<file path="config.mk">
export PLATFORM = sky130hd
export DESIGN_NAME = cau_queue
export DESIGN_NICKNAME = d
export VERILOG_FILES = /design/src/rtl/core/cau_pkg.sv /design/src/rtl/core/cau_queue.sv
export SDC_FILE = /design/constraint.sdc
export NUM_CORES = 1
export LEC_CHECK = 0
export ABC_AREA = 1
export BUFFER_PORTS_ARGS = -buffer_cell sky130_fd_sc_hd__clkbuf_2
export CORE_UTILIZATION = 56
export CTS_CLUSTER_SIZE = 20
export DETAILED_ROUTE_END_ITERATION = 16
export GPL_ROUTABILITY_DRIVEN = 0
export PLACE_DENSITY = 0.85
export SETUP_SLACK_MARGIN = 0.1
export SKIP_CTS_REPAIR_TIMING = 1
export SLEW_MARGIN = 10
export SYNTH_ARGS = -nofsm -noshare
export SYNTH_HDL_FRONTEND = slang
export SYNTH_SLANG_ARGS = --single-unit
</file>
<file path="constraint.sdc">
create_clock -name clk_i -period 17 [get_ports clk_i]
set_clock_uncertainty 0.1 [all_clocks]
set_input_delay 1.7 -clock clk_i [delete_from_list [all_inputs] [get_ports clk_i]]
set_output_delay 1.7 -clock clk_i [all_outputs]
set_load 0.02 [all_outputs]
</file>
<file path="src/rtl/core/cau_pkg.sv">
// Shared types and constants for the complex arithmetic unit.
`default_nettype none
package cau_pkg;

  localparam int unsigned DATA_W    = 32;
  localparam int unsigned FRAC_BITS = 16;
  // Number of quotient bits and square root digits resolved, one per stage.
  localparam int unsigned NIT       = 32;
  localparam int unsigned QDEPTH    = 2;
  // Width of the scaled division numerator.
  localparam int unsigned MW        = 64 + FRAC_BITS + 1;
  localparam int unsigned HW        = MW - NIT;

  typedef enum logic [2:0] {
    OP_ADD  = 3'd0,
    OP_SUB  = 3'd1,
    OP_MUL  = 3'd2,
    OP_DIV  = 3'd3,
    OP_MAG  = 3'd4,
    OP_NONE = 3'd5
  } op_e;

  typedef enum logic [1:0] {
    ST_OK   = 2'd0,
    ST_DIVZ = 2'd1,
    ST_SAT  = 2'd2
  } status_e;

  // One classified item as it travels from the front end to the back end.
  typedef struct packed {
    op_e                op;
    logic [DATA_W-1:0]  ar;
    logic [DATA_W-1:0]  ai;
    logic [DATA_W-1:0]  br;
    logic [DATA_W-1:0]  bi;
  } item_t;

  // Handshake between the front end and the queue.
  typedef struct packed {
    logic push;
  } qctl_t;

endpackage
`default_nettype wire

</file>
<file path="src/rtl/core/cau_queue.sv">
// Short queue between the front end and the execution pipeline.
`default_nettype none
module cau_queue (
  input  wire logic          clk_i,
  input  wire logic          rst_ni,
  input  wire cau_pkg::qctl_t qctl_i,
  input  wire cau_pkg::item_t item_i,
  output logic               full_o,
  output logic               valid_o,
  output cau_pkg::item_t     item_o
);
  import cau_pkg::*;

  item_t       mem_q [QDEPTH];
  logic        wr_ptr_q, rd_ptr_q;
  logic [1:0]  cnt_q, cnt_d;
  logic        pop;

  // The back end never stalls, so any stored item leaves at once.
  assign pop     = (cnt_q != 2'd0);
  assign valid_o = pop;
  assign item_o  = mem_q[rd_ptr_q];
  assign full_o  = (cnt_q == 2'(QDEPTH));

  always_comb begin
    cnt_d = cnt_q;
    if (qctl_i.push && !pop) begin
      cnt_d = cnt_q + 2'd1;
    end else if (!qctl_i.push && pop) begin
      cnt_d = cnt_q - 2'd1;
    end
  end

  // Pointers and fill count.
  always_ff @(posedge clk_i or negedge rst_ni) begin
    if (!rst_ni) begin
      wr_ptr_q <= 1'b0;
      rd_ptr_q <= 1'b0;
      cnt_q    <= 2'd0;
    end else begin
      cnt_q <= cnt_d;
      if (qctl_i.push) begin
        wr_ptr_q <= ~wr_ptr_q;
      end
      if (pop) begin
        rd_ptr_q <= ~rd_ptr_q;
      end
    end
  end

  // Storage.
  always_ff @(posedge clk_i) begin
    if (qctl_i.push) begin
      mem_q[wr_ptr_q] <= item_i;
    end
  end
endmodule
`default_nettype wire

</file>
==> results.py <==
metrics = {
    "run_status": {
        "outcome": "finished, final reports clean",
    },
    "hold_path": {
        "min_path_type": "reg -> reg",
    },
    "power": {
        "pwr-share-clk": 0.247,
        "power.switching_uw": 814,
        "seq_power_share": 0.416,
        "power.internal_mw": 1.40,
        "total_power_mw": 2.21,
        "p_sw_frac": 0.368,
        "comb_power_share": 0.337,
        "powerDensity_nw_per_um2": 184,
        "leakagePower_nw": 5.27,
        "ir_worst_vdd_mv": 0.141,
    },
    "flow_run": {
        "drv_cap": 0,
    },
    "routing": {
        "drc_errors": 0,
        "wl_um": 19400,
        "drt-vias-per-instance": 5.05,
        "drtIter0Drc": 380,
        "wl_per_cell_um": 15.9,
        "dr.pass1.iters": 5,
        "vias": 6144,
        "postRouteAntennaNets": 0,
    },
    "synth": {
        "synth_compound_area_frac": 0,
        "synthAdderAreaFrac": 0.00128,
        "synthSimpleGateAreaFrac": 0.155,
        "yosysWarnings": 0,
        "synth_xor_area_frac": 0.00269,
        "synth_cell_type_count": 14,
        "syn_area_per_cell_sq_um": 13.8,
        "synth_top_family_by_area": "simple AND/OR/NAND/NOR gates",
        "muxShareOfSynthArea": 0,
        "syn_nets": 845,
        "syn-instance-count": 710,
        "synth-seq-area-share": 0.815,
        "ys_ff_latch": 266,
        "syn_area_sq_um": 9770,
    },
    "floorplanning": {
        "num_io_pins": 267,
        "rows": 47,
        "die_w_um": 134,
        "die-area_sq_um": 18000,
        "core_sq_um": 16800,
        "start_util": 0.581,
        "die_h_um": 134,
    },
    "clock_tree": {
        "cts.sinks": 266,
        "clockRootBuffer": "clkbuf_16",
        "clk_pin_slew_ns": 0.06,
        "worstSkewPairLatency_ns": 0.51,
        "numCtsBuffers": 25,
        "clock_path_buffers": 3,
        "tritoncts": "built",
        "h-tree-depth": 1,
    },
    "timing": {
        "fin_ws_ns": 12.15,
        "fmax_mhz": 206,
        "finalSetupViolCount": 0,
        "worstMarginPinSlew_ns": 0.964,
        "tns_ns": 0,
        "rsz0062_at_grt": "no",
        "maxSlewViolCount": 0,
        "min_period_ns": 4.85,
        "period_share": 0.285,
        "max_slew_margin": 0.357,
        "report.final.hold_viol_count": 0,
    },
    "finish": {
        "multi_input_area_sq_um": 1560,
        "syn2layout_area_growth_pct": 23.1,
        "drive_gt1_frac": 0.313,
        "fin_nets": 1114,
        "final_cell_mix": "nand2_1, clkbuf_2, edfxtp_1",
        "instances_no_fill": 1217,
        "layout_commonest_cell": "nand2_1",
        "fillerInstances": 1107,
        "antennaDiodeCount": 0,
        "regArea_sq_um": 7970,
    },
    "global_routing": {
        "gr-total-overflow": 0,
        "grt_pass1_wl_um": 29300,
        "gr-usage-all-layers": 0.212,
        "grt_max_degree": 90,
        "grt_use_met1": 0.243,
        "use_met2": 0.374,
        "use_met3": 0.0518,
        "antenna_found_initial": 0,
        "grt_pass1_vias": 6065,
        "top_usage_layer": "met2",
    },
    "place": {
        "post-place-ws_ns": 12.79,
        "dp_cells": 1172,
        "dp_hpwl_um": 12300,
        "portBuffers": 266,
    },
    "setup_path": {
        "crit_type": "reg -> out",
        "critPathRequiredTime_ns": 15.20,
        "worst_setup_path_start_kind": "flip-flop",
        "cp_max_fo": 88,
        "endpoint_kind": "output port",
        "cp.arrival_ns": 3.05,
    },
}
-- state kept, by name, indices dropped and copies added, names as in the netlist --
name,cells
cnt_q,2
mem_q,262
rd_ptr_q,1
wr_ptr_q,1
-- synthesized netlist by cell type, drive strengths merged --
cell type | instances | area (sq um)
nand2 | 398 | 1490
nand3 | 1 | 5.00
xor2 | 2 | 17.5
dfrtp | 4 | 100
edfxtp | 262 | 7870
inv | 8 | 32.5
xnor2 | 1 | 8.76
nand4 | 1 | 6.26
ha | 1 | 12.5
nor2 | 3 | 11.3
buf | 29 | 215
-- stage by stage --
step,area [sq um],hold WS [ns],util
floorplan,9770,0.363,-
global placement,11200,0.379,0.667
detailed placement,11200,0.385,0.667
CTS,12000,0.408,0.715
global route,12000,0.460,0.715
finish,12000,0.407,0.715
-- final timing paths --
check / start / endpoint / slack [ns] / cells after the start
max in group asynchronous: rst_ni / rd_ptr_q / 15.75 / 1
hold / removal: cnt_q[1] / cnt_q[1] / 0.41 / 2
setup reg to reg: wr_ptr_q / mem_q[1][120] / 14.50 / 3
min in group asynchronous: rst_ni / rd_ptr_q / 0.89 / 1
hold reg to reg: cnt_q[1] / cnt_q[1] / 0.41 / 2
setup / recovery: rd_ptr_q / item_o[1] / 12.15 / 5
-- per-layer routing --
layer  vias to the layer above  routed length, um
li1                       2939                  -
met1                      2896               7020
met2                       256              10100
met3                        53               1500
met4                         0                711
met5                         -                  0
-- power by group through the flow --
stage	sequential (mW)	clock, mW	combinational, mW
after floorplan	0.928	0	0.525
after global placement	0.928	0	0.738
after detailed placement	0.934	0	0.748
after CTS	0.921	0.556	0.756
after global routing	0.932	0.576	0.810
final	0.920	0.546	0.744
-- final cells by class --
cell class,instances,area share
clock buffers,33,0.0562
clock inverters,12,0.0115
inverters,8,0.00291
multi-input cells,407,0.130
flip-flops and latches,266,0.663
well taps,220,0.0229
repair buffers,271,0.114
-- critical path, cell delays in order, from the launching register on --
cell and delay, ns:
dfrtp_4 0.68, inv_4 0.42, buf_4 0.76, nand2_1 0.18
nand2_1 0.17, clkbuf_2 0.20
-- logic make-up after synthesis --
kind of cell | count (synthesis)
AND/OR/NAND/NOR | 403
flip-flops | 266
buffers and inverters | 37
XOR/XNOR | 3
adder cells (fa/ha/maj) | 1
No activity file was read; power rests on OpenSTA's default activity.
