### config.mk
export PLATFORM = sky130hd
export DESIGN_NAME = cau_front
export DESIGN_NICKNAME = d
export VERILOG_FILES = /design/src/rtl/core/cau_pkg.sv /design/src/rtl/core/cau_front.sv
export SDC_FILE = /design/constraint.sdc
export NUM_CORES = 1
export LEC_CHECK = 0
export BUFFER_PORTS_ARGS = -buffer_cell sky130_fd_sc_hd__clkbuf_2
export CELL_PAD_IN_SITES_DETAIL_PLACEMENT = 1
export CELL_PAD_IN_SITES_GLOBAL_PLACEMENT = 1
export CORE_MARGIN = 2
export CORE_UTILIZATION = 33
export CTS_CLUSTER_SIZE = 28
export DETAILED_ROUTE_END_ITERATION = 10
export PLACE_DENSITY_LB_ADDON = 0.1
export SKIP_CTS_REPAIR_TIMING = 1
export SKIP_LAST_GASP = 1
export SYNTH_ARGS = -nofsm -noshare
export SYNTH_HDL_FRONTEND = slang
export SYNTH_SLANG_ARGS = --single-unit
### constraint.sdc
create_clock -name clk_i -period 9.93 [get_ports clk_i]
set_input_delay 2.979 -clock clk_i [delete_from_list [all_inputs] [get_ports clk_i]]
set_output_delay 2.979 -clock clk_i [all_outputs]
set_load 0.1 [all_outputs]
### src/rtl/core/cau_pkg.sv
// Shared types and constants for the complex arithmetic unit.
`default_nettype none
package cau_pkg;

  localparam int unsigned DATA_W    = 32;
  localparam int unsigned FRAC_BITS = 16;
  // Number of quotient bits and square root digits resolved, one per stage.
  localparam int unsigned NIT       = 32;
  localparam int unsigned QDEPTH    = 2;
  // Width of the scaled division numerator.
  localparam int unsigned MW        = 64 + FRAC_BITS + 1;
  localparam int unsigned HW        = MW - NIT;

  typedef enum logic [2:0] {
    OP_ADD  = 3'd0,
    OP_SUB  = 3'd1,
    OP_MUL  = 3'd2,
    OP_DIV  = 3'd3,
    OP_MAG  = 3'd4,
    OP_NONE = 3'd5
  } op_e;

  typedef enum logic [1:0] {
    ST_OK   = 2'd0,
    ST_DIVZ = 2'd1,
    ST_SAT  = 2'd2
  } status_e;

  // One classified item as it travels from the front end to the back end.
  typedef struct packed {
    op_e                op;
    logic [DATA_W-1:0]  ar;
    logic [DATA_W-1:0]  ai;
    logic [DATA_W-1:0]  br;
    logic [DATA_W-1:0]  bi;
  } item_t;

  // Handshake between the front end and the queue.
  typedef struct packed {
    logic push;
  } qctl_t;

endpackage
`default_nettype wire

### src/rtl/core/cau_front.sv
// Front end: takes in commands and decodes the operation code.
`default_nettype none
module cau_front (
  input  wire logic          clk_i,
  input  wire logic          rst_ni,
  input  wire logic          start_i,
  output logic               busy_o,
  input  wire logic [2:0]    req_type_i,
  input  wire logic [31:0]   a_real_i,
  input  wire logic [31:0]   a_imag_i,
  input  wire logic [31:0]   b_real_i,
  input  wire logic [31:0]   b_imag_i,
  output cau_pkg::item_t     item_o,
  output cau_pkg::qctl_t     qctl_o,
  input  wire logic          qfull_i
);
  import cau_pkg::*;

  logic  valid_q, valid_d;
  item_t item_q;
  op_e   op_dec;
  logic  take;
  logic  push;

  // Map the raw code onto an operation; unused codes become no-ops.
  always_comb begin
    case (req_type_i)
      3'd0:    op_dec = OP_ADD;
      3'd1:    op_dec = OP_SUB;
      3'd2:    op_dec = OP_MUL;
      3'd3:    op_dec = OP_DIV;
      3'd4:    op_dec = OP_MAG;
      default: op_dec = OP_NONE;
    endcase
  end

  assign push    = valid_q && !qfull_i;
  assign busy_o  = valid_q && qfull_i;
  assign take    = start_i && !busy_o;
  assign valid_d = take || (valid_q && !push);

  // Control state for the holding register.
  always_ff @(posedge clk_i or negedge rst_ni) begin
    if (!rst_ni) begin
      valid_q <= 1'b0;
    end else begin
      valid_q <= valid_d;
    end
  end

  // Capture the payload on every transfer.
  always_ff @(posedge clk_i) begin
    if (take) begin
      item_q <= '{op: op_dec, ar: a_real_i, ai: a_imag_i, br: b_real_i, bi: b_imag_i};
    end
  end

  assign item_o      = item_q;
  assign qctl_o.push = push;
endmodule
`default_nettype wire

==> flow_summary.ini, run 1 <==
[critical_path]
critPathKind = in -> out
setup.worst_path.start_class = input pin
critPathMaxFanout = 4
r2r_slack_ns = 6.92
cp.arrival_ns = 3.71
rr_worst_depth = 3
end_kind = primary output
cp.required_ns = 6.95
r2r_start = valid_q
r2r-end = item_o[28]
critPathLaunch = qfull_i
crit_end = busy_o

[die]
ios = 268
die_w_um = 114.2
die_h_um = 114.2
rows = 40
start_util = 0.3361
core_area_mm2 = 0.01191
die-area_mm2 = 0.01303

[drt]
drc_errors = 0
ant_nets = 0
drt_iter0_drc = 148
routed_wl_um = 9984
dr.pass1.iters = 4
dr_total_vias = 2515
wl_per_cell_um = 17.04
via_per_inst = 4.292

[timing]
fin_crit_sh = 0.6737
max_freq_mhz = 149.5
drv_slew = 0
finalClockSkew_ns = 0.006171
whs_ns = 0.5772
worstMarginPinSlew_ns = 0.9981
min_period_ns = 6.690
grt_setup_unrepaired = false
hold_violations = 0
slew_headroom = 0.3329
tns_ns = 0
setup-violations-final = 0

[logic_synthesis]
ys_seq_elements = 132
yosys_warnings = 0
syn_nets = 274
synth_top_area_frac = 0.9825
yosysTopAreaCell = edfxtp_1
synth.distinct_cells = 7
synth-seq-area-share = 0.9888
netlist_area_mm2 = 0.004004
post_synth.cell_area_avg_um2 = 28.80
yosys-top-cells-area = edfxtp_1 (98%), dfrtp_1 (0.63%), a21o_1 (0.38%)
synth_cells = 139

[cts]
cts.sinks = 132
htree_levels = 4
cts_tree = built
worstSkewPairLatency_ns = 0.41
clkTransAtPathRegs_ns = 0.05
cts-root-buf = clkbuf_16
cts_buffer_depth = 2
cts-buffers-inserted = 17

[global_route]
antenna_found_initial = 0
grt_pass1_wl_um = 14190
grt_pass1_vias = 2607
overflow = 0
track_usage = 0.1539
grt_max_degree = 54

[place]
gp_congestion = 0.7301
io_buffer_count = 267

[power]
p_int_mw = 1.077
comb_power_share = 0.183
p_seq_frac = 0.426
irDropWorstVdd_mv = 0.1306
power.density_mw_per_mm2 = 252.7
p_sw_frac = 0.3035
leakage_nw = 2.681
clkPwrFrac = 0.391
netSwitchingPower_mw = 0.4693

[outcome]
outcome = finished, final reports clean

[cells_and_area]
syn_to_final_growth_pct = 52.84
num_antenna_cells = 0
final_nets = 561
drive_gt1_frac = 0.6743
final_cell_mix = clkbuf_2 (267), edfxtp_1 (131), clkbuf_16 (17), clkinv_2 (4), clkinv_1 (4)
final_core_util = 0.5138
layout_commonest_cell = clkbuf_2

[worst_hold_path]
hold_class = reg -> reg

[flow_run]
max-cap-violations = 0
==> synthesized netlist by cell type <==
master,instances
and2_1,1
dfrtp_1,1
clkbuf_1,1
nor2b_1,2
edfxtp_1,131
a21boi_1,1
a21o_1,2
==> state kept, by name (all words and copies together) (netlist names) <==
register and count:
item_o 131, valid_q 1
==> layout make-up <==
cell class	instances	area, um2
well taps	147	183.9
flip-flops and latches	132	3959
clock inverters	13	140.1
clock buffers	19	432.9
multi-input cells	6	52.55
repair buffers	269	1351
fillers	1193	5792
==> metal layers <==
metal / wire length [um] / share of wire / GRT usage
met5: 0 / 0 / 0
met4: 358 / 0.036 / 0.1041
met3: 1235 / 0.12 / 0.08841
met2: 4991 / 0.50 / 0.2468
met1: 3399 / 0.34 / 0.1503
==> power groups by stage <==
stage | clock network, mW | logic (mW) | registers, mW
floorplan | 0 | 0.0151 | 0.886
CTS | 0.618 | 0.285 | 0.659
finish | 0.604 | 0.283 | 0.659
global route | 0.641 | 0.291 | 0.662
detailed placement | 0 | 0.284 | 0.670
global placement | 0 | 0.283 | 0.669
==> cells by family (layout without fill, tap and decap cells) <==
family / count (synthesis) / after routing / share of synthesized area
buffers and inverters: 1 / 301 / 0.0009366
AOI/OAI and AO/OA: 3 / 3 / 0.005625
DFF: 132 / 132 / 0.9887
and+or+nand+nor: 3 / 3 / 0.004688
==> stage by stage <==
step	power, mW	std cells	setup slack (ns)	area, um2
after floorplan	0.9015	139	0.1189	4004
final	1.546	586	3.240	6120
after detailed placement	0.9549	554	3.247	5547
after global routing	1.593	586	3.214	6120
after global placement	0.9520	554	3.257	5547
after CTS	1.562	586	3.243	6120
==> critical path, stage by stage <==
cell and delay [ns]:
clkbuf_2 0.14, and2_1 0.14, clkbuf_2 0.45
==> worst min path at each step <==
stage | start | end | slack (ns) | cells past startpoint
floorplan | valid_q | valid_q | 0.48 | 1
global placement | valid_q | valid_q | 0.56 | 1
detailed placement | valid_q | valid_q | 0.57 | 1
CTS | valid_q | valid_q | 0.58 | 1
global route | valid_q | valid_q | 0.61 | 1
finish | valid_q | valid_q | 0.58 | 1
Note: power is estimated with default switching activity, not from simulation.
==> run 2: changes to the inputs <==
--- a/config.mk
+++ b/config.mk
@@ -9,7 +9,7 @@
 export CELL_PAD_IN_SITES_DETAIL_PLACEMENT = 1
 export CELL_PAD_IN_SITES_GLOBAL_PLACEMENT = 1
 export CORE_MARGIN = 2
-export CORE_UTILIZATION = 33
+export CORE_UTILIZATION = 29
 export CTS_CLUSTER_SIZE = 28
 export DETAILED_ROUTE_END_ITERATION = 10
 export PLACE_DENSITY_LB_ADDON = 0.1
==> constraint.sdc (replaced) <==
create_clock -name clk_i -period 6.1 [get_ports clk_i]
set_input_delay 1.83 -clock clk_i [delete_from_list [all_inputs] [get_ports clk_i]]
set_output_delay 1.83 -clock clk_i [all_outputs]
set_load 0.1 [all_outputs]
==> flow_summary.ini, run 2 (synthesis results as in run 1) <==
[timing]
finalClockSkew_ns = 0.007075
slew_headroom = 0.3423
min_period_ns = 4.384
max_freq_mhz = 228.1
worstMarginPinSlew_ns = 0.9841
drv_slew = 0
grt_setup_unrepaired = false
fin_crit_sh = 0.7187
tns_ns = 0
setup-violations-final = 0
hold_violations = 0

[worst_hold_path]
hold_class = reg -> reg
min_from = valid_q
hold_depth = 1
hold_end = valid_q

[critical_path]
path_cells = clkbuf_2, and2_1, clkbuf_2
critPathKind = in -> out
r2r_start = valid_q
rr_worst_depth = 2
critPathMaxFanout = 4
cp.arrival_ns = 2.55
slowest_stage = clkbuf_2
end_kind = primary output
r2r-end = item_o[89]
cp.required_ns = 4.27
path_delay_family = buffers and inverters
setup.worst_path.start_class = input pin
r2r_slack_ns = 4.08
cp_common_cell = clkbuf_2
crit_buf_inv = 2
cpPeakStageDelay_ns = 0.45

[drt]
via_per_inst = 4.057
ant_nets = 0
wl_per_cell_um = 16.14
drt_iter0_drc = 174
drc_errors = 0
routed_wl_um = 9942
dr.pass1.iters = 4
dr_total_vias = 2499

[power]
power_mw = 2.397
clkPwrFrac = 0.360
comb_power_share = 0.193
leakage_nw = 2.662
power.density_mw_per_mm2 = 392.6
p_sw_frac = 0.3130
netSwitchingPower_mw = 0.7502
p_int_mw = 1.647
p_seq_frac = 0.447
irDropWorstVdd_mv = 0.1944

[flow_run]
max-cap-violations = 0

[cells_and_area]
final_cell_mix = clkbuf_2 (267), edfxtp_1 (131), clkbuf_16 (17), clkbuf_1 (7), clkinv_2 (6)
drive_gt1_frac = 0.6727
final_nets = 562
layout_commonest_cell = clkbuf_2
largest_reg_flops = 131
num_antenna_cells = 0
multi_input_area_um2 = 52.55
fill_cells = 1366
syn_to_final_growth_pct = 52.50
seqCellArea_mm2 = 0.003959

[die]
core_area_mm2 = 0.01335
die_w_um = 121.5
die-area_mm2 = 0.01476
ios = 268
die_h_um = 121.5
start_util = 0.3000
rows = 42

[place]
hpwl_um = 7674
io_buffer_count = 267
gp_congestion = 0.6844

[global_route]
track_usage = 0.1332
antenna_found_initial = 0
overflow = 0
grt_pass1_wl_um = 14230
grt_pass1_vias = 2619
grt_max_degree = 58

[cts]
cts-buffers-inserted = 17
cts_buffer_depth = 2
cts_tree = built
cts.sinks = 132
worstSkewPairLatency_ns = 0.40
cts-root-buf = clkbuf_16
clkTransAtPathRegs_ns = 0.05
htree_levels = 4

[outcome]
outcome = finished, final reports clean
==> run 2: changes by cell type in the layout (fill, tap and decap cells not counted), sizes merged <==
cell      previous run  this run
buf                  2         3
clkinvlp             2         1
clkinv               8         6
bufinv               3         0
clkbuf             286       292
==> run 2: worst register-to-register path: cells and delay by family, from the launching register on <==
kind	cells	cell delay [ns]
AOI/OAI and AO/OA	1	0.79
buffers and inverters	1	0.46
DFF	1	0.42
==> run 2: worst max path at each step <==
stage | slack (ns) | endpoint | cells after the start | startpoint
finish | 1.72 | busy_o | 3 | qfull_i
global route | 1.68 | busy_o | 3 | qfull_i
detailed placement | 1.72 | busy_o | 3 | qfull_i
global placement | 1.72 | busy_o | 3 | qfull_i
floorplan | 0.27 | item_o[0] | 1 | start_i
CTS | 1.71 | busy_o | 3 | qfull_i
==> run 2: power by group through the flow <==
stage / registers [mW] / clock network [mW] / logic, mW
3_3_place_gp: 1.09 / 0 / 0.464
2_1_floorplan: 1.44 / 0 / 0.0247
5_1_grt: 1.08 / 0.923 / 0.476
6_report: 1.07 / 0.863 / 0.463
3_5_place_dp: 1.09 / 0 / 0.466
4_1_cts: 1.07 / 0.891 / 0.467
==> run 2: per-stage QoR <==
stage	setup slack [ns]	area, um2	hold slack, ns	std cells	utilization
after floorplan	0.2716	4008	0.4975	139	-
after global placement	1.720	5603	0.5528	584	0.4198
after detailed placement	1.718	5603	0.5655	584	0.4198
after CTS	1.713	6106	0.5807	616	0.4574
after global routing	1.683	6106	0.6257	616	0.4574
final	1.716	6106	0.5757	616	0.4574
==> run 2: per-layer routing <==
metal / global-route usage / vias up / wire, um
li1: - / 1137 / -
met5: 0 / - / 0
met1: 0.1394 / 1174 / 3497
met3: 0.07660 / 25 / 1268
met4: 0.07830 / 0 / 321
met2: 0.2086 / 163 / 4855
==> run 2: area by class of cell <==
class | count | area share
Clock inverter | 7 | 0.006148
Tap cell | 176 | 0.03607
Sequential cell | 132 | 0.6484
Timing Repair Buffer | 270 | 0.2246
Clock buffer | 25 | 0.07623
Multi-Input combinational cell | 6 | 0.008607
==> run 3: changes to the inputs <==
==> constraint.sdc (replaced) <==
create_clock -name clk_i -period 3.8 [get_ports clk_i]
set_input_delay 1.14 -clock clk_i [delete_from_list [all_inputs] [get_ports clk_i]]
set_output_delay 1.14 -clock clk_i [all_outputs]
set_load 0.1 [all_outputs]
==> flow_summary.ini, run 3 (synthesis results as in run 1) <==
[cts]
cts_buffer_depth = 2
cts-buffers-inserted = 17
clkTransAtPathRegs_ns = 0.05
cts.sinks = 132
cts_tree = built
cts-root-buf = clkbuf_16
worstSkewPairLatency_ns = 0.40
htree_levels = 4

[critical_path]
end_kind = primary output
critPathMaxFanout = 4
setup.worst_path.start_class = input pin
cp.required_ns = 2.66
critPathKind = in -> out
cp.arrival_ns = 1.88

[timing]
worstMarginPinSlew_ns = 0.6005
setup-violations-final = 0
hold_violations = 0
finalClockSkew_ns = 0.005828
fin_crit_sh = 0.7957
tns_ns = 0
drv_slew = 0
whs_ns = 0.4980
max_freq_mhz = 330.7
min_period_ns = 3.024
grt_setup_unrepaired = false
slew_headroom = 0.5987

[die]
die_w_um = 121.5
die_h_um = 121.5
die-area_mm2 = 0.01476
start_util = 0.3000
core_area_mm2 = 0.01335
ios = 268
rows = 42

[place]
hpwl_um = 7609
dpl.cell_count = 584
placed_area_mm2 = 0.005603
io_buffer_count = 267
gp_congestion = 0.7110

[power]
p_int_mw = 2.890
p_sw_frac = 0.2926
comb_power_share = 0.181
p_seq_frac = 0.421
leakage_nw = 2.711
clkPwrFrac = 0.397
irDropWorstVdd_mv = 0.2880
power.density_mw_per_mm2 = 658.0
netSwitchingPower_mw = 1.195

[global_route]
grt_max_degree = 68
antenna_found_initial = 0
overflow = 0
track_usage = 0.1349
grt_pass1_wl_um = 14250
grt_pass1_vias = 2732

[drt]
wl_per_cell_um = 15.86
routed_wl_um = 9770
via_per_inst = 4.047
dr_total_vias = 2493
drc_errors = 0
drt_iter0_drc = 96
ant_nets = 0
dr.pass1.iters = 4

[cells_and_area]
final_cell_mix = clkbuf_2 (267), edfxtp_1 (131), clkbuf_16 (17), clkbuf_8 (7), clkbuf_1 (5)
final_cells = 616
largest_reg_flops = 131
final_core_util = 0.4651
num_antenna_cells = 0
syn_to_final_growth_pct = 55.06
drive_gt1_frac = 0.6773
final_nets = 562
layout_commonest_cell = clkbuf_2
final_area_mm2 = 0.006208

[worst_hold_path]
hold_class = in -> async

[flow_run]
max-cap-violations = 0

[outcome]
outcome = finished, final reports clean
==> run 3: cell count changes in the layout (fill, tap and decap cells not counted) <==
cell / delta
bufinv_16: +2
clkbuf_1: -2
clkbuf_8: +6
clkinv_2: -5
clkinvlp_4: -1
==> run 3: through the flow <==
stage,worst slack (ns),total power [mW]
final,0.7763,4.085
after CTS,0.7707,4.146
after floorplan,0.03666,2.343
after detailed placement,0.7728,2.498
after global routing,0.7453,4.232
after global placement,0.8032,2.491
==> run 3: area by class of cell <==
cell class	count	area [um2]
Fill cell	1370	7139
Sequential cell	132	3959
Timing Repair Buffer	270	1371
Clock buffer	29	540.5
Tap cell	176	220.2
Clock inverter	3	65.06
Multi-Input combinational cell	6	52.55
==> run 3: path summary, 6_finish.rpt <==
check | depth (start not counted) | to | slack (ns) | start
min in group clk_i | 1 | valid_q | 0.61 | valid_q
setup reg to reg | 2 | item_o[114] | 2.02 | valid_q
max in group asynchronous | 1 | valid_q | 3.22 | rst_ni
hold reg to reg | 1 | valid_q | 0.61 | valid_q
setup / recovery | 3 | qctl_o | 0.78 | qfull_i
hold / removal | 1 | valid_q | 0.50 | rst_ni
==> run 3: metal layers <==
| layer | vias up | track usage | wire length, um |
|---|---|---|---|
| li1 | 1143 | - | - |
| met1 | 1166 | 0.1387 | 3353 |
| met2 | 165 | 0.2198 | 4942 |
| met3 | 19 | 0.07425 | 1257 |
| met4 | 0 | 0.07328 | 217 |
| met5 | - | 0 | 0 |
==> run 3: critical path, cell delays in order <==
cell and delay, ns:
clkbuf_2 0.13, nor2b_1 0.14, clkbuf_2 0.47
==> run 3: power by group through the flow <==
stage	Sequential [mW]	Clock, mW	Combinational [mW]
after floorplan	2.30	0	0.0403
after detailed placement	1.75	0	0.747
after global placement	1.75	0	0.743
final	1.72	1.62	0.740
after global routing	1.73	1.74	0.763
after CTS	1.72	1.68	0.747
